<file path="src/sv/neighbor_record_hex_parser_defines.svh">
// ----------------------------------------------------------------------------
// neighbor record hex parser assertion macros
// shared concurrent assertion forms, clocked on clk, disabled in reset
// ----------------------------------------------------------------------------
`ifndef NEIGHBOR_RECORD_HEX_PARSER_DEFINES_SVH
`define NEIGHBOR_RECORD_HEX_PARSER_DEFINES_SVH

// consequent must hold in the same cycle as the antecedent
`define NRHP_ASSERT_NOW(lbl, ante, cons, msg) \
	lbl: assert property (@(posedge clk) disable iff (!arst_n) (ante) |-> (cons)) \
		else $error(msg);

// consequent must hold in the cycle after the antecedent
`define NRHP_ASSERT_NEXT(lbl, ante, cons, msg) \
	lbl: assert property (@(posedge clk) disable iff (!arst_n) (ante) |=> (cons)) \
		else $error(msg);

`endif

</file>
<file path="src/sv/nrhp_pkg.sv">
// ----------------------------------------------------------------------------
// nrhp_pkg
// shared types, constants and the hex digit decoder of the record parser
// ----------------------------------------------------------------------------
package nrhp_pkg;

	localparam int RECORD_BYTES_DEF = 48;
	localparam int TABLE_SLOTS_DEF  = 8;
	localparam int QUEUE_DEPTH      = 2;
	localparam int MAX_BEATS        = 8;

	localparam logic [7:0] START_CHAR      = 8'h46;
	localparam logic [7:0] ADDR_LO0        = 8'd5;
	localparam logic [7:0] ADDR_HI0        = 8'd12;
	localparam logic [7:0] ADDR_LO1        = 8'd14;
	localparam logic [7:0] ADDR_HI1        = 8'd21;
	localparam logic [7:0] STRENGTH_HI_POS = 8'd46;
	localparam logic [7:0] STRENGTH_LO_POS = 8'd47;

	typedef struct packed {
		logic       bad;
		logic [3:0] nib;
	} hex_t;

	// one queued unit of output work: an optional record entry, then cleared
	// slots, then an optional overflow marker
	typedef struct packed {
		logic        rec;
		logic [2:0]  rec_idx;
		logic [63:0] addr;
		logic [7:0]  strength;
		logic        bad;
		logic        rec_ovf;
		logic [3:0]  nclr;
		logic [2:0]  clr_start;
		logic        end_ovf;
		logic        marker;
	} job_t;

	typedef enum logic [1:0] {
		BK_START,
		BK_REC,
		BK_CLR,
		BK_MARK
	} back_phase_t;

	function automatic hex_t hex_decode(input logic [7:0] c);
		hex_t       r;
		logic [7:0] t;
		r = '0;
		t = '0;
		if (c >= 8'h30 && c <= 8'h39) begin
			t = c - 8'h30;
			r.nib = t[3:0];
		end else if (c >= 8'h41 && c <= 8'h46) begin
			t = c - 8'h37;
			r.nib = t[3:0];
		end else begin
			r.bad = 1'b1;
		end
		return r;
	endfunction

endpackage

</file>
<file path="src/sv/nrhp_front.sv">
// ----------------------------------------------------------------------------
// nrhp_front
// byte intake: alignment, record position tracking, hex decode, job build
// ----------------------------------------------------------------------------
module nrhp_front #(
	parameter int RECORD_BYTES = nrhp_pkg::RECORD_BYTES_DEF,
	parameter int TABLE_SLOTS  = nrhp_pkg::TABLE_SLOTS_DEF
) (
	input  logic              clk,
	input  logic              arst_n,
	input  logic              accept,
	input  logic [7:0]        data_byte,
	input  logic              end_of_response,
	output logic              push,
	output nrhp_pkg::job_t    push_job
);
	import nrhp_pkg::*;

	localparam int POS_W = $clog2(RECORD_BYTES);
	localparam int CNT_W = $clog2(TABLE_SLOTS + 1);
	localparam logic [POS_W-1:0] LAST_POS = POS_W'(RECORD_BYTES - 1);
	localparam logic [CNT_W-1:0] SLOTS_C  = CNT_W'(TABLE_SLOTS);

	logic             aligned_q, aligned_n;
	logic [POS_W-1:0] pos_q, pos_n;
	logic [CNT_W-1:0] count_q, count_n;
	logic             bad_q, bad_n;
	logic             ovf_q, ovf_n;
	logic [63:0]      acc_q, acc_n;
	logic [3:0]       hn_q, hn_n;
	logic [7:0]       str_q, str_n;

	hex_t             dec;
	logic             aln;
	logic [7:0]       p8;
	logic             in_addr;
	logic             at_hi;
	logic             at_lo;
	logic [CNT_W-1:0] start;
	logic [4:0]       avail;
	logic [3:0]       cap;
	job_t             job;

	always_comb begin
		dec     = hex_decode(data_byte);
		aln     = aligned_q || (data_byte == START_CHAR);
		p8      = 8'(pos_q);
		in_addr = (p8 >= ADDR_LO0 && p8 <= ADDR_HI0) || (p8 >= ADDR_LO1 && p8 <= ADDR_HI1);
		at_hi   = (p8 == STRENGTH_HI_POS);
		at_lo   = (p8 == STRENGTH_LO_POS);

		aligned_n = aligned_q;
		pos_n     = pos_q;
		count_n   = count_q;
		bad_n     = bad_q;
		ovf_n     = ovf_q;
		acc_n     = acc_q;
		hn_n      = hn_q;
		str_n     = str_q;
		start     = '0;
		avail     = '0;
		cap       = '0;
		job       = '0;
		push      = 1'b0;

		if (accept) begin
			if (aln) begin
				aligned_n = 1'b1;
				if (in_addr) begin
					acc_n = {acc_q[59:0], dec.nib};
				end
				if (at_hi) begin
					hn_n = dec.nib;
				end
				if (at_lo) begin
					str_n = {hn_q, dec.nib};
				end
				bad_n = bad_q | (dec.bad & (in_addr | at_hi | at_lo));
				if (pos_q == LAST_POS) begin
					if (count_q < SLOTS_C) begin
						job.rec      = 1'b1;
						job.rec_idx  = 3'(count_q);
						job.addr     = acc_n;
						job.strength = str_n;
						job.bad      = bad_n;
						job.rec_ovf  = ovf_q;
						count_n      = count_q + 1'b1;
					end else begin
						ovf_n = 1'b1;
					end
					pos_n = '0;
					bad_n = 1'b0;
				end else begin
					pos_n = pos_q + 1'b1;
				end
			end
			if (end_of_response) begin
				// remaining slots, capped so a run never exceeds eight beats
				start         = count_n;
				avail         = 5'(TABLE_SLOTS) - 5'(start);
				cap           = job.rec ? 4'(MAX_BEATS - 1) : 4'(MAX_BEATS);
				job.nclr      = (avail > 5'(cap)) ? cap : avail[3:0];
				job.clr_start = 3'(start);
				job.end_ovf   = ovf_n;
				job.marker    = (start == SLOTS_C) && ovf_n;
				aligned_n     = 1'b0;
				pos_n         = '0;
				count_n       = '0;
				bad_n         = 1'b0;
				ovf_n         = 1'b0;
			end
			push = job.rec | (job.nclr != 4'd0) | job.marker;
		end
	end

	assign push_job = job;

	always_ff @(posedge clk or negedge arst_n) begin
		if (!arst_n) begin
			aligned_q <= 1'b0;
			pos_q     <= '0;
			count_q   <= '0;
			bad_q     <= 1'b0;
			ovf_q     <= 1'b0;
		end else begin
			aligned_q <= aligned_n;
			pos_q     <= pos_n;
			count_q   <= count_n;
			bad_q     <= bad_n;
			ovf_q     <= ovf_n;
		end
	end

	// fully rewritten within every record before use
	always_ff @(posedge clk) begin
		acc_q <= acc_n;
		hn_q  <= hn_n;
		str_q <= str_n;
	end

endmodule

</file>
<file path="src/sv/nrhp_queue.sv">
// ----------------------------------------------------------------------------
// nrhp_queue
// short job queue between the byte intake and the beat expander
// ----------------------------------------------------------------------------
`include "neighbor_record_hex_parser_defines.svh"

module nrhp_queue (
	input  logic           clk,
	input  logic           arst_n,
	input  logic           push,
	input  nrhp_pkg::job_t push_job,
	input  logic           pop,
	output nrhp_pkg::job_t head,
	output logic           empty,
	output logic           full
);
	import nrhp_pkg::*;

	localparam int PTR_W = (QUEUE_DEPTH > 1) ? $clog2(QUEUE_DEPTH) : 1;
	localparam int CW    = $clog2(QUEUE_DEPTH + 1);
	localparam logic [PTR_W-1:0] LAST_PTR = PTR_W'(QUEUE_DEPTH - 1);
	localparam logic [CW-1:0]    DEPTH_C  = CW'(QUEUE_DEPTH);

	job_t             mem_q [QUEUE_DEPTH];
	logic [PTR_W-1:0] wr_ptr_q;
	logic [PTR_W-1:0] rd_ptr_q;
	logic [CW-1:0]    count_q;

	assign empty = (count_q == '0);
	assign full  = (count_q == DEPTH_C);
	assign head  = mem_q[rd_ptr_q];

	always_ff @(posedge clk) begin
		if (push) begin
			mem_q[wr_ptr_q] <= push_job;
		end
	end

	always_ff @(posedge clk or negedge arst_n) begin
		if (!arst_n) begin
			wr_ptr_q <= '0;
			rd_ptr_q <= '0;
			count_q  <= '0;
		end else begin
			if (push) begin
				wr_ptr_q <= (wr_ptr_q == LAST_PTR) ? '0 : wr_ptr_q + 1'b1;
			end
			if (pop) begin
				rd_ptr_q <= (rd_ptr_q == LAST_PTR) ? '0 : rd_ptr_q + 1'b1;
			end
			unique case ({push, pop})
				2'b10:   count_q <= count_q + 1'b1;
				2'b01:   count_q <= count_q - 1'b1;
				default: count_q <= count_q;
			endcase
		end
	end

	`NRHP_ASSERT_NOW(a_no_push_full, push, count_q < DEPTH_C, "job pushed into full queue")
	`NRHP_ASSERT_NOW(a_no_pop_empty, pop, count_q != '0, "job popped from empty queue")
	`NRHP_ASSERT_NOW(a_count_range, 1'b1, count_q <= DEPTH_C, "queue count out of range")

endmodule

</file>
<file path="src/sv/nrhp_back.sv">
// ----------------------------------------------------------------------------
// nrhp_back
// expands queued jobs into result beats behind an output register
// ----------------------------------------------------------------------------
`include "neighbor_record_hex_parser_defines.svh"

module nrhp_back (
	input  logic           clk,
	input  logic           arst_n,
	input  nrhp_pkg::job_t head,
	input  logic           empty,
	output logic           pop,
	output logic           out_valid,
	input  logic           out_stall,
	output logic [2:0]     node_index,
	output logic [63:0]    node_address,
	output logic [7:0]     signal_strength,
	output logic           filled,
	output logic           bad_digit,
	output logic           table_overflow,
	output logic           last_of_run
);
	import nrhp_pkg::*;

	back_phase_t phase_q, phase_n, cur_ph;
	logic [2:0]  k_q, k_n;
	logic        load;
	logic        beat_fire;
	logic        clr_done;

	logic [2:0]  b_idx;
	logic [63:0] b_addr;
	logic [7:0]  b_str;
	logic        b_fill;
	logic        b_bad;
	logic        b_ovf;
	logic        b_last;

	logic        out_valid_q;
	logic [2:0]  idx_q;
	logic [63:0] addr_q;
	logic [7:0]  str_q;
	logic        fill_q;
	logic        bad_q;
	logic        ovf_q;
	logic        last_q;

	assign load      = !out_valid_q || !out_stall;
	assign beat_fire = !empty && load;
	assign clr_done  = (({1'b0, k_q} + 4'd1) == head.nclr);
	assign pop       = beat_fire && b_last;

	// resolve the entry phase of a fresh job
	always_comb begin
		priority if (phase_q != BK_START) begin
			cur_ph = phase_q;
		end else if (head.rec) begin
			cur_ph = BK_REC;
		end else if (head.nclr != 4'd0) begin
			cur_ph = BK_CLR;
		end else begin
			cur_ph = BK_MARK;
		end
	end

	// next state
	always_comb begin
		phase_n = phase_q;
		k_n     = k_q;
		if (beat_fire) begin
			unique case (cur_ph)
				BK_REC: begin
					k_n = '0;
					if (b_last) begin
						phase_n = BK_START;
					end else if (head.nclr != 4'd0) begin
						phase_n = BK_CLR;
					end else begin
						phase_n = BK_MARK;
					end
				end
				BK_CLR: begin
					if (clr_done) begin
						k_n     = '0;
						phase_n = head.marker ? BK_MARK : BK_START;
					end else begin
						k_n     = k_q + 1'b1;
						phase_n = BK_CLR;
					end
				end
				BK_MARK: begin
					k_n     = '0;
					phase_n = BK_START;
				end
				BK_START: begin
					phase_n = BK_START;
				end
			endcase
		end
	end

	// beat contents
	always_comb begin
		b_idx  = '0;
		b_addr = '0;
		b_str  = '0;
		b_fill = 1'b0;
		b_bad  = 1'b0;
		b_ovf  = 1'b0;
		b_last = 1'b0;
		unique case (cur_ph)
			BK_REC: begin
				b_idx  = head.rec_idx;
				b_addr = head.addr;
				b_str  = head.strength;
				b_fill = 1'b1;
				b_bad  = head.bad;
				b_ovf  = head.rec_ovf;
				b_last = (head.nclr == 4'd0) && !head.marker;
			end
			BK_CLR: begin
				b_idx  = head.clr_start + k_q;
				b_ovf  = head.end_ovf;
				b_last = clr_done && !head.marker;
			end
			BK_MARK: begin
				b_ovf  = 1'b1;
				b_last = 1'b1;
			end
			BK_START: begin
				b_last = 1'b0;
			end
		endcase
	end

	always_ff @(posedge clk or negedge arst_n) begin
		if (!arst_n) begin
			phase_q     <= BK_START;
			k_q         <= '0;
			out_valid_q <= 1'b0;
		end else begin
			phase_q <= phase_n;
			k_q     <= k_n;
			if (load) begin
				out_valid_q <= !empty;
			end
		end
	end

	always_ff @(posedge clk) begin
		if (beat_fire) begin
			idx_q  <= b_idx;
			addr_q <= b_addr;
			str_q  <= b_str;
			fill_q <= b_fill;
			bad_q  <= b_bad;
			ovf_q  <= b_ovf;
			last_q <= b_last;
		end
	end

	assign out_valid       = out_valid_q;
	assign node_index      = idx_q;
	assign node_address    = addr_q;
	assign signal_strength = str_q;
	assign filled          = fill_q;
	assign bad_digit       = bad_q;
	assign table_overflow  = ovf_q;
	assign last_of_run     = last_q;

	`NRHP_ASSERT_NOW(a_busy_has_job, phase_q != BK_START, !empty, "mid-job with empty queue")
	`NRHP_ASSERT_NEXT(a_run_end_idle, beat_fire && b_last, phase_q == BK_START, "run end not idle")
	`NRHP_ASSERT_NOW(a_clr_in_range, phase_q == BK_CLR, ({1'b0, k_q} < head.nclr), "clear index past count")

endmodule

</file>
<file path="src/sv/neighbor_record_hex_parser.sv">
// ----------------------------------------------------------------------------
// neighbor_record_hex_parser
// turns the byte stream of a neighbor-discovery response into table entries
// ----------------------------------------------------------------------------
// The block takes one response byte per cycle on the input channel and never
// stalls it while the job queue has room. Bytes are dropped until the first
// 'F'; from there the stream is cut into RECORD_BYTES-byte records. Each
// complete record yields one filled entry (64-bit address from the hex pairs
// at offsets 5-12 and 14-21, strength from the pair at offset 46). The byte
// flagged end_of_response additionally yields cleared entries for the unused
// slots, at most eight beats in total, or a single overflow marker when the
// table was full and records were dropped. Bytes that produce no entry are
// taken without creating a job. Bytes that do produce entries are turned
// into a job and put on a two-entry queue; the output side expands each job
// into beats at one beat per cycle through its output register while the
// output is not stalled, so an end byte occupies the output for up to eight
// beats. The input stalls only when the queue is full, that is while one job
// is still being expanded and a second one is waiting, for example a second
// end byte arriving before the first one's beats are out, or any two jobs
// held up behind a stalled output. A partial trailing record is dropped; an
// invalid hex digit is decoded as zero and reported in bad_digit on that
// record's entry.
// ----------------------------------------------------------------------------
module neighbor_record_hex_parser #(
	parameter int RECORD_BYTES = nrhp_pkg::RECORD_BYTES_DEF,
	parameter int TABLE_SLOTS  = nrhp_pkg::TABLE_SLOTS_DEF
) (
	input  logic        clk,
	input  logic        arst_n,
	// byte input channel
	input  logic        in_valid,
	output logic        in_stall,
	input  logic [7:0]  data_byte,
	input  logic        end_of_response,
	// entry output channel
	output logic        out_valid,
	input  logic        out_stall,
	output logic [2:0]  node_index,
	output logic [63:0] node_address,
	output logic [7:0]  signal_strength,
	output logic        filled,
	output logic        bad_digit,
	output logic        table_overflow,
	output logic        last_of_run
);
	import nrhp_pkg::*;

	logic accept;
	logic push;
	job_t push_job;
	logic pop;
	job_t head;
	logic empty;
	logic full;

	// a byte is taken whenever the queue can absorb the job it might create
	assign in_stall = full;
	assign accept   = in_valid && !in_stall;

	// front: alignment, position count and hex decode, one byte per cycle unless the queue is full
	nrhp_front #(
		.RECORD_BYTES (RECORD_BYTES),
		.TABLE_SLOTS  (TABLE_SLOTS)
	) u_front (
		.clk             (clk),
		.arst_n          (arst_n),
		.accept          (accept),
		.data_byte       (data_byte),
		.end_of_response (end_of_response),
		.push            (push),
		.push_job        (push_job)
	);

	// decoupling queue, holds jobs while the output side is busy or stalled
	nrhp_queue u_queue (
		.clk      (clk),
		.arst_n   (arst_n),
		.push     (push),
		.push_job (push_job),
		.pop      (pop),
		.head     (head),
		.empty    (empty),
		.full     (full)
	);

	// back: one entry beat per cycle unless the output stalls, registered outputs
	nrhp_back u_back (
		.clk             (clk),
		.arst_n          (arst_n),
		.head            (head),
		.empty           (empty),
		.pop             (pop),
		.out_valid       (out_valid),
		.out_stall       (out_stall),
		.node_index      (node_index),
		.node_address    (node_address),
		.signal_strength (signal_strength),
		.filled          (filled),
		.bad_digit       (bad_digit),
		.table_overflow  (table_overflow),
		.last_of_run     (last_of_run)
	);

endmodule

</file>
<file path="config.mk">
export PLATFORM = sky130hd
export DESIGN_NAME = neighbor_record_hex_parser
export DESIGN_NICKNAME = d
export VERILOG_FILES = /design/src/sv/nrhp_pkg.sv /design/src/sv/nrhp_front.sv /design/src/sv/nrhp_queue.sv /design/src/sv/nrhp_back.sv /design/src/sv/neighbor_record_hex_parser.sv
export VERILOG_INCLUDE_DIRS = /design/src /design/src/sv
export SDC_FILE = /design/constraint.sdc
export NUM_CORES = 1
export LEC_CHECK = 0
export CAP_MARGIN = 20
export CORE_MARGIN = 2
export CORE_UTILIZATION = 35
export CTS_BUF_LIST = sky130_fd_sc_hd__clkbuf_2
export DETAILED_ROUTE_END_ITERATION = 8
export DONT_BUFFER_PORTS = 1
export PLACE_DENSITY = 0.52
export REMOVE_ABC_BUFFERS = 1
export SETUP_SLACK_MARGIN = 0.2
export SYNTH_ARGS = -nofsm -noshare
export SYNTH_HDL_FRONTEND = slang
export SYNTH_SLANG_ARGS = --single-unit
</file>
<file path="constraint.sdc">
create_clock -name clk -period 15.45 [get_ports clk]
set_input_delay 2.3175 -clock clk [delete_from_list [all_inputs] [get_ports clk]]
set_output_delay 2.3175 -clock clk [all_outputs]
set_load 0.05 [all_outputs]
</file>
==> metrics.csv, run 1 <==
stage,metric,value,unit
detailed_routing,ant_nets,0,
sta,post-route-period-util,46.1,%
placed_design,place_hpwl,16.4,mm
grt,grtUsageTotal,12.8,%
final_layout,fill_cells,3887,
final_layout,nets,1025,
logic_synthesis,ys.flop_type,edfxtp_1,
worst_setup_path,end_kind,register,
detailed_routing,wl_per_cell,17.1,um
worst_setup_path,required,15.94,ns
sta,drv_slew,0,
logic_synthesis,synth_seq_area_share,70.2,%
logic_synthesis,avgSynthCellArea,15.7,um2
logic_synthesis,yosysTopAreaCellShare,66.2,%
die,die-area,43200,um2
cts,clockBufferDepth,3,
hold_path,hold_depth,2,
cts,cts_max_level,3,
power,p_leak,5.70,nW
detailed_routing,drt-met1-wl,11.9,mm
cts,cts_tree,yes,
logic_synthesis,synth_area_leader_cell,edfxtp_1,
sta,skew,0.0506,ns
final_layout,drive_above_1_share,23.2,%
logic_synthesis,synth_area_leaders,"edfxtp_1 66%, mux2i_1 5.6%, mux2_2 5.2%, dfrtp_1 4.0%, nor2b_1 3.4%",
detailed_routing,wl_met2,13.2,mm
cts,hold_buffers,0,
cts,numCtsBuffers,93,
cts,cts_setup_buffers,0,
detailed_routing,wl,27.3,mm
grt,grt_pass1_wl,43.5,mm
die,dieHeight,208,um
worst_setup_path,critPathMaxFanout,56,
die,initial_core_util,35.6,%
cts,insertion_delay,0.91,ns
worst_setup_path,critPathKind,input port to register,
die,std_cell_rows,74,
cts,clk_pin_slew_worst_paths,0.08,ns
hold_path,hold_path.class,register to register,
job,cap_violations,0,
power,powerDensity,168,nW/um2
sta,grt_setup_unrepaired,no,
placed_design,port_buffers,0,
sta,fmax,141,MHz
worst_setup_path,crit_path_start_kind,input port,
detailed_routing,viasPerCell,4.73,
power,total_power,2.68,mW
worst_setup_path,cp.arrival,7.61,ns
logic_synthesis,yosys_warnings,0,
worst_setup_path,ff2ff_path_depth,19,
logic_synthesis,synth_edf_count,321,
logic_synthesis,synth_area,14600,um2
logic_synthesis,syn_inst,927,
final_layout,final_common_cell,edfxtp_1,
logic_synthesis,synth-seq-cells,344,
grt,grt_pass1_vias,7863,
logic_synthesis,ys_types,65,
cts,cts_sinks,344,
sta,setup_viol,0,
detailed_routing,drt_iter0_drc,356,
die,die_w,208,um
sta,final.setup.tns,0,ns
grt,grt_start_max_net_pins,70,
logic_synthesis,async_reset_ff_share,6.69,%
placed_design,place_congestion,0.801,
power,ir_drop,0.0617,mV
cts,cts-root-buf,clkbuf_2,
die,num_io_pins,94,
die,core-area,40900,um2
final_layout,syn2layout_area_growth,9.77,%
final_layout,layout_common_cells,"321 x edfxtp_1, 130 x clkbuf_2, 81 x mux2i_1",
sta,tightest_slew,1.07,ns
outcome,outcome,finished clean,
sta,fin_crit,7.12,ns
cts,cts_resized,0,
grt,grt_overflow_total,0,
detailed_routing,routed-wl-met3,1.59,mm
sta,slew_headroom,28.5,%
detailed_routing,top_layer_used,met4,
sta,hold_slack,0.528,ns
detailed_routing,drc,0,
detailed_routing,dr.pass1.iters,4,
sta,hold_violations,0,
grt,antenna_found_initial,1,
detailed_routing,vias,7534,
cell usage after synthesis (2+ instances only):
master / instances
a21o_1: 2
o21ai_0: 21
inv_2: 3
or4_4: 2
nand2_1: 22
a31oi_1: 6
nor3b_1: 3
or4_1: 2
nor4_4: 2
buf_2: 6
a21oi_2: 2
nor3_1: 4
nand3_1: 6
xnor2_1: 10
and2_1: 70
o41ai_1: 3
nand4_1: 2
mux2_1: 2
and3_1: 11
a22oi_1: 5
o21ai_1: 10
clkbuf_1: 28
nor2_1: 28
inv_1: 20
buf_6: 2
a21oi_1: 16
mux2_2: 67
edfxtp_1: 321
buf_1: 3
nand2_2: 3
mux2i_1: 81
ha_1: 21
xor2_1: 4
a211oi_1: 2
dfrtp_1: 23
nor2b_1: 79
nand2b_1: 5
o22ai_1: 3
power breakdown:
group / switching [mW] / total (mW) / internal (mW)
Combinational: 0.277 / 0.454 / 0.177
Clock: 0.373 / 0.619 / 0.246
Sequential: 0.386 / 1.60 / 1.22
logic make-up after synthesis:
group                      count (synthesis)  share of synthesized area (%)
DFF                                      344                           70.2
xor gates and xnor gates                  15                          0.954
buffers and inverters                     63                           1.80
adders and majority gates                 22                           1.94
AOI/OAI and AO/OA                         84                           3.93
muxes                                    150                           10.9
and+or+nand+nor                          249                           10.3
stage by stage:
step	utilization (%)	setup slack (ns)	area [um2]	instances
final	39.1	8.33	16000	1594
after global routing	39.1	7.89	16000	1594
after CTS	39.0	8.38	16000	1592
after detailed placement	37.0	7.42	15100	1426
after global placement	37.0	7.54	15100	1426
after floorplan	-	5.63	14400	887
worst paths after layout:
| path | startpoint | to | slack [ns] |
|---|---|---|---|
| max | data_byte[1] | u_queue.mem_q[1][78] | 8.33 |
| min in group asynchronous | arst_n | u_front.pos_q[5] | 1.09 |
| max in group asynchronous | arst_n | u_queue.rd_ptr_q | 14.25 |
| min | u_back.phase_q[0] | u_back.phase_q[0] | 0.53 |
| max reg2reg | u_front.pos_q[4] | u_queue.mem_q[1][78] | 9.54 |
| min reg2reg | u_back.phase_q[0] | u_back.phase_q[0] | 0.53 |
registers in the layout, indices dropped and copies added, names as in the netlist:
signal                  cells
u_back.last_of_run          1
u_front.pos_q               6
u_back.filled               1
u_back.signal_strength      8
u_back.bad_digit            1
u_front.bad_q               1
u_back.node_address        64
u_front.count_q             4
u_back.k_q                  3
u_back.phase_q              2
u_front.aligned_q           1
u_front.acc_q              64
u_back.node_index           3
u_queue.wr_ptr_q            1
u_back.out_valid            1
u_queue.count_q             2
u_front.hn_q                4
u_queue.rd_ptr_q            1
u_back.table_overflow       1
u_front.ovf_q               1
u_queue.mem_q             174
layout make-up:
type                            count  area [um2]  area share [%]
Sequential cell                   344       10200            63.9
Multi-Input combinational cell    520        4110            25.7
Tap cell                          532         666            4.16
Clock buffer                      130         651            4.07
Clock inverter                     36         176            1.10
Inverter                           23        88.8           0.556
Timing Repair Buffer                8        72.6           0.454
Antenna cell                        1        2.50          0.0157
layer usage:
layer,global-route usage (%),up-vias
met4,5.84,0
met2,20.4,190
li1,-,3627
met5,0,-
met1,15.9,3668
met3,3.95,49
worst max-delay path, stage by stage:
cell and delay, ns:
and4b_1 0.23, a21oi_2 0.60, nor2_4 0.12, nand2_2 0.15, inv_2 0.10, mux2i_1 0.26
ha_1 0.33, xor2_2 0.21, inv_1 0.06, ha_1 0.30, nand4_1 0.11, o21ai_0 0.08
a21oi_1 0.43, a21oi_1 0.16, a21o_1 0.20, a31oi_4 0.20, nor4_4 0.11, nor2b_4 0.78
buf_4 0.79
No activity file was read; power rests on OpenSTA's default activity.
==> run 2: changes to the inputs <==
--- a/config.mk
+++ b/config.mk
@@ -12,7 +12,7 @@
 export CTS_BUF_LIST = sky130_fd_sc_hd__clkbuf_2
 export DETAILED_ROUTE_END_ITERATION = 8
 export DONT_BUFFER_PORTS = 1
-export PLACE_DENSITY = 0.52
+export PLACE_DENSITY = 0.54
 export REMOVE_ABC_BUFFERS = 1
 export SETUP_SLACK_MARGIN = 0.2
 export SYNTH_ARGS = -nofsm -noshare
==> constraint.sdc (replaced) <==
create_clock -name clk -period 6.4 [get_ports clk]
set_input_delay 0.96 -clock clk [delete_from_list [all_inputs] [get_ports clk]]
set_output_delay 0.96 -clock clk [all_outputs]
set_load 0.05 [all_outputs]
==> run 2 against run 1 <==
Via count shrank 0.20%. Utilization grew 0.18 points. Routed wire length grew 0.47%. Clock power grew 140%. Global-route usage grew 0.065 points. Largest power group unchanged. Highest routed layer unchanged.
==> metrics.csv, run 2 (same netlist as run 1, synthesis figures left out) <==
stage,metric,value,unit
outcome,outcome,finished clean,
detailed_routing,wl,27.5,mm
worst_setup_path,critical-path-top-delay-family,simple AND/OR/NAND/NOR gates,
final_layout,syn2layout_area_growth,10.3,%
worst_setup_path,end_kind,register,
power,p_leak,5.71,nW
hold_path,hold_path.class,input port to register,
sta,slew_headroom,40.3,%
final_layout,final_cells,1584,
sta,hold_violations,0,
cts,cts_sinks,344,
final_layout,nets,1028,
worst_setup_path,crit_cells,19,
worst_setup_path,crit_chain,and4b_4 > nand2_2 > nor2_4 > nand2_2 > inv_2 > mux2i_1 > ha_1 > xor2_2 > inv_1 > ha_1 > nand4_1 > o21ai_0 > a21oi_1 > nor2_1 > o21ai_0 > a31oi_4 > nor4_4 > nor2b_4 > buf_4,
cts,cts_max_level,3,
placed_design,postPlaceCellArea,15200,um2
worst_setup_path,ff2ff_path_depth,19,
detailed_routing,wl_per_cell,17.3,um
detailed_routing,viasPerCell,4.75,
die,die-area,43200,um2
power,power.share.sequential,60.0,%
cts,cts_resized,0,
die,std_cell_rows,74,
grt,grt_start_max_net_pins,88,
sta,setup_viol,0,
sta,fin_crit,5.10,ns
grt,grt_pass1_vias,7889,
worst_setup_path,timing.critical_path.buf_inv,3,
cts,cts_setup_buffers,0,
grt,grt_overflow_total,0,
hold_path,hold_depth,2,
cts,numCtsBuffers,90,
worst_setup_path,required,6.99,ns
sta,post-route-period-util,79.7,%
worst_setup_path,critPathKind,register to register,
die,die_w,208,um
power,clockPowerShare,23.2,%
cts,hold_buffers,4,
grt,grtUsageTotal,12.8,%
cts,insertion_delay,0.93,ns
worst_setup_path,critPathMaxFanout,24,
placed_design,place_inst,1428,
worst_setup_path,crit_path_start_kind,register,
placed_design,port_buffers,0,
cts,clockBufferDepth,3,
power,ir_drop,0.145,mV
final_layout,layout_common_cells,"321 x edfxtp_1, 122 x clkbuf_2, 81 x mux2i_1",
grt,grt_pass1_wl,43.5,mm
detailed_routing,vias,7519,
final_layout,stdcell_area,16100,um2
die,num_io_pins,94,
final_layout,top_register,u_queue.mem_q,
sta,final.setup.tns,0,ns
job,cap_violations,0,
power,comb_power_share,16.8,%
detailed_routing,drc,0,
sta,grt_setup_unrepaired,no,
final_layout,largest_reg_flops,174,
power,power.net_switching,2.49,mW
power,switching_share,38.3,%
worst_setup_path,cp.arrival,5.69,ns
sta,hold_slack,0.211,ns
sta,drv_slew,0,
detailed_routing,ant_nets,0,
die,core-area,40900,um2
final_layout,final_common_cell,edfxtp_1,
cts,cts-root-buf,clkbuf_2,
placed_design,place_congestion,0.823,
worst_setup_path,crit_path_top_delay_cell,nor4_4,
die,dieHeight,208,um
sta,skew,0.0695,ns
final_layout,drive_above_1_share,22.8,%
placed_design,place_hpwl,16.4,mm
worst_setup_path,slowest_delay,0.51,ns
detailed_routing,dr.pass1.iters,4,
grt,antenna_found_initial,1,
sta,fmax,196,MHz
die,initial_core_util,35.6,%
power,power.internal,4.01,mW
detailed_routing,drt_iter0_drc,363,
sta,tightest_slew,0.895,ns
cts,clk_pin_slew_worst_paths,0.11,ns
power,powerDensity,405,nW/um2
cts,cts_tree,yes,
-- run 2: cell count changes in the layout (fill, tap and decap cells not counted) --
cell / change
clkinv_2: -1
clkbuf_2: -8
clkinv_1: -7
clkinv_4: +1
inv_2: -2
bufinv_16: +2
dlygate4sd3_1: +3
buf_12: +3
clkinvlp_4: -1
-- run 2: stage by stage --
step | total power, mW | worst slack [ns] | util, %
after floorplan | 4.77 | -2.06 | -
after global placement | 5.07 | 0.812 | 37.1
after detailed placement | 5.08 | 0.629 | 37.1
after CTS | 6.65 | 1.27 | 39.2
after global routing | 6.87 | 0.847 | 39.2
final | 6.50 | 1.30 | 39.2
-- run 2: final cells by class --
class                           count  area [um2]
Antenna cell                        1        2.50
Tap cell                          532         666
Multi-Input combinational cell    520        4110
Sequential cell                   344       10200
Clock buffer                      122         611
Timing Repair Buffer               14         163
Fill cell                        3841       24900
Clock inverter                     28         199
Inverter                           23        88.8
-- run 2: layer usage --
metal | vias up | routed length, um | GRT usage [%] | part of all wire (%)
met5 | - | 0 | 0 | 0
met4 | 0 | 572 | 5.80 | 2.1
met3 | 47 | 1540 | 3.68 | 5.6
met2 | 181 | 13300 | 20.7 | 49
met1 | 3649 | 12000 | 16.0 | 44
li1 | 3642 | - | - | -
-- run 2: final timing paths --
path	slack, ns	start	to
hold reg to reg	0.52	u_back.phase_q[1]	u_back.phase_q[1]
min in group asynchronous	0.48	arst_n	u_front.pos_q[3]
hold / removal	0.21	out_stall	u_back.out_valid
setup reg to reg	1.30	u_front.pos_q[4]	u_queue.mem_q[1][56]
setup / recovery	1.30	u_front.pos_q[4]	u_queue.mem_q[1][56]
max in group asynchronous	5.72	arst_n	u_back.phase_q[0]
-- run 2: power groups by stage --
stage,Sequential [mW],Clock (mW),Combinational [mW]
5_1_grt,3.94,1.70,1.22
6_report,3.90,1.51,1.09
3_5_place_dp,3.97,0,1.12
2_1_floorplan,3.95,0,0.816
3_3_place_gp,3.97,0,1.11
4_1_cts,3.92,1.60,1.13
-- run 2: worst register-to-register path, stage by stage (launching register included) --
cell and delay (ns):
dfrtp_1 0.44, and4b_4 0.37, nand2_2 0.12, nor2_4 0.17
nand2_2 0.11, inv_2 0.17, mux2i_1 0.32, ha_1 0.33
xor2_2 0.21, inv_1 0.07, ha_1 0.28, nand4_1 0.10
o21ai_0 0.09, a21oi_1 0.46, nor2_1 0.09, o21ai_0 0.31
a31oi_4 0.16, nor4_4 0.51, nor2b_4 0.15, buf_4 0.28
==> run 3: changes to the inputs <==
--- a/config.mk
+++ b/config.mk
@@ -6,6 +6,7 @@
 export SDC_FILE = /design/constraint.sdc
 export NUM_CORES = 1
 export LEC_CHECK = 0
+export ABC_AREA = 1
 export CAP_MARGIN = 20
 export CORE_MARGIN = 2
 export CORE_UTILIZATION = 35
==> constraint.sdc (replaced) <==
create_clock -name clk -period 4.3 [get_ports clk]
set_input_delay 0.645 -clock clk [delete_from_list [all_inputs] [get_ports clk]]
set_output_delay 0.645 -clock clk [all_outputs]
set_load 0.05 [all_outputs]
==> run 3 against run 2 <==
Final area fell by 0.14%. Combinational power rose by 89%. Routed wire length rose by 8.1%. Non-clock buffer count rose by 16. Maximum frequency rose by 32%. Hold slack got worse by 0.13 ns. Register-to-register slack got worse by 0.85 ns.
==> metrics.csv, run 3 <==
stage,metric,value,unit
logic_synthesis,yosys-top-cells-count,"321 x edfxtp_1, 258 x nor2_1, 164 x o21ai_0",
final_layout,nets,1316,
worst_setup_path,crit_chain,inv_2 > nor2_4 > inv_1 > nor2_4 > nand2_2 > nand2_1 > nand2_1 > inv_2 > ha_2 > nand3b_1 > nand2_1 > inv_1 > ha_4 > a21oi_1 > a21boi_1 > o21ai_2 > a21boi_4 > a31oi_1 > nand2_1 > nand2_2 > nand2_2 > inv_2 > nor2_4 > buf_12,
die,core-area,40700,um2
logic_synthesis,yosysTopAreaCellShare,67.0,%
hold_path,hold_depth,2,
final_layout,layout_common_cells,"321 x edfxtp_1, 257 x nor2_1, 162 x o21ai_0",
sta,slew_headroom,29.4,%
sta,fmax,260,MHz
detailed_routing,wl,29.7,mm
worst_setup_path,crit_path_start_kind,register,
final_layout,top_register,u_queue.mem_q,
detailed_routing,drt_iter0_drc,607,
sta,drv_slew,0,
logic_synthesis,synth.most_common_cell,edfxtp_1,
die,std_cell_rows,74,
placed_design,place_hpwl,17.0,mm
placed_design,port_buffers,0,
grt,grt_overflow_total,0,
hold_path,min_from,data_byte[2],
power,ir_drop,0.321,mV
logic_synthesis,avgSynthCellArea,11.9,um2
sta,setup_viol,0,
detailed_routing,viasPerCell,4.67,
sta,post-route-period-util,89.6,%
final_layout,drive_above_1_share,20.5,%
cts,clk_pin_slew_worst_paths,0.09,ns
die,dieHeight,207,um
sta,final.setup.tns,0,ns
cts,clockBufferDepth,3,
sta,skew,0.0918,ns
power,powerDensity,657,nW/um2
worst_setup_path,crit_path_top_delay_cell,dfrtp_1,
power,total_power,10.5,mW
grt,grt_pass1_wl,47.4,mm
die,die-area,42700,um2
hold_path,holdPathEnd,u_front.hn_q[2],
logic_synthesis,synth_edf_count,321,
cts,cts_sinks,344,
power,p_leak,6.06,nW
cts,insertion_delay,0.94,ns
sta,fin_crit,3.85,ns
worst_setup_path,cp.arrival,4.38,ns
logic_synthesis,synth_area_leader_cell,edfxtp_1,
grt,grtUsageTotal,14.2,%
logic_synthesis,synth_area,14400,um2
grt,grt_start_max_net_pins,68,
worst_setup_path,r2r-end,u_queue.mem_q[1][30],
logic_synthesis,ys_types,42,
detailed_routing,wl_per_cell,15.9,um
logic_synthesis,ys.flop_type,edfxtp_1,
outcome,outcome,finished clean,
logic_synthesis,yosys_warnings,0,
detailed_routing,dr.pass1.iters,4,
worst_setup_path,reg2reg_slack,0.45,ns
detailed_routing,vias,8728,
cts,numCtsBuffers,88,
final_layout,final_common_cell,edfxtp_1,
logic_synthesis,async_reset_ff_share,6.69,%
grt,grt_pass1_vias,8927,
final_layout,largest_reg_flops,174,
cts,cts-root-buf,clkbuf_2,
worst_setup_path,slowest_delay,0.37,ns
worst_setup_path,timing.critical_path.buf_inv,6,
cts,cts_tree,yes,
sta,hold_violations,0,
worst_setup_path,critical-path-top-delay-family,simple AND/OR/NAND/NOR gates,
sta,tightest_slew,1.06,ns
logic_synthesis,synth_area_leaders,"edfxtp_1 67%, nor2_1 6.7%, o21ai_0 5.7%, dfrtp_1 4.0%, inv_1 3.2%",
logic_synthesis,synth_seq_area_share,71.0,%
worst_setup_path,ff2ff_path_depth,24,
worst_setup_path,r2r-start,u_front.pos_q[5],
hold_path,hold_path.class,input port to register,
worst_setup_path,critPathKind,register to register,
sta,grt_setup_unrepaired,no,
die,num_io_pins,94,
detailed_routing,ant_nets,0,
worst_setup_path,critPathMaxFanout,53,
detailed_routing,drc,0,
placed_design,place_congestion,0.840,
grt,antenna_found_initial,2,
die,initial_core_util,35.3,%
worst_setup_path,required,4.83,ns
worst_setup_path,path_common_cell,nand2_1,
final_layout,syn2layout_area_growth,11.4,%
cts,cts_max_level,3,
logic_synthesis,syn_inst,1210,
worst_setup_path,end_kind,register,
logic_synthesis,synth-seq-cells,344,
die,die_w,207,um
job,cap_violations,0,
run 3: cell type report:
type                       instances  area [um2]
fill                            3902       24700
antenna                            1        2.50
clock buffer                     131         656
timing repair buffer              30         323
inverter                         131         499
clock inverter                    14         145
sequential                       344       10200
multi-input combinational        686        3520
tap                              532         666
run 3: routing by layer:
layer / GRT usage [%] / part of all wire, %
met1: 18.2 / 46
met2: 23.2 / 48
met3: 3.52 / 4.3
met4: 5.57 / 1.8
met5: 0 / 0.044
run 3: power by group:
group          total (mW)  switching (mW)  internal [mW]  leakage, nW
Sequential           6.19            1.58           4.61         3.36
Clock                2.27            1.29          0.979        0.610
Combinational        2.06            1.51          0.547         2.09
Total                10.5            4.39           6.14         6.06
run 3: how the worst max path moves through the flow:
stage | from | end | slack [ns] | cells past startpoint
3_5_place_dp | data_byte[3] | u_queue.count_q[1] | -0.06 | 27
3_3_place_gp | data_byte[3] | u_queue.count_q[1] | 0.11 | 27
6_report | u_front.pos_q[5] | u_queue.mem_q[1][30] | 0.45 | 24
2_1_floorplan | data_byte[3] | u_queue.mem_q[1][0] | -1.48 | 24
4_1_cts | u_front.pos_q[1] | u_queue.count_q[1] | 0.27 | 25
5_1_grt | u_front.count_q[0] | u_queue.count_q[1] | 0.20 | 25
run 3: repair_timing:
action / CTS / global route
hold buffers: 5 / 0
endpoints found under the setup margin: 115 / 171
pin swaps: 0 / 3
hold endpoints to repair: 26 / 0
gates resized for setup: 2 / 13
setup buffers: 1 / 4
run 3: cells by family (layout without fill, tap and decap cells):
kind of cell               count (synthesis)  in the layout  share of synthesized area (%)
AOI/OAI and AO/OA                        202            202                           7.43
xor gates and xnor gates                  12             12                          0.730
adders and majority gates                 22             22                           1.97
buffers and inverters                    180            306                           4.95
DFF                                      344            344                           71.0
muxes                                      2              2                          0.139
other                                      0              1                              0
and+or+nand+nor                          448            448                           13.8
run 3: through the flow:
step | setup slack, ns | util (%) | hold slack [ns] | cells | cell area, um2
after floorplan | -1.48 | - | 0.349 | 1161 | 14200
after global placement | 0.114 | 37.0 | 0.351 | 1713 | 15100
after detailed placement | -0.0600 | 37.0 | 0.351 | 1713 | 15100
after CTS | 0.265 | 39.2 | 0.00438 | 1864 | 16000
after global routing | 0.198 | 39.4 | 0.000646 | 1869 | 16000
final | 0.447 | 39.4 | 0.0833 | 1869 | 16000
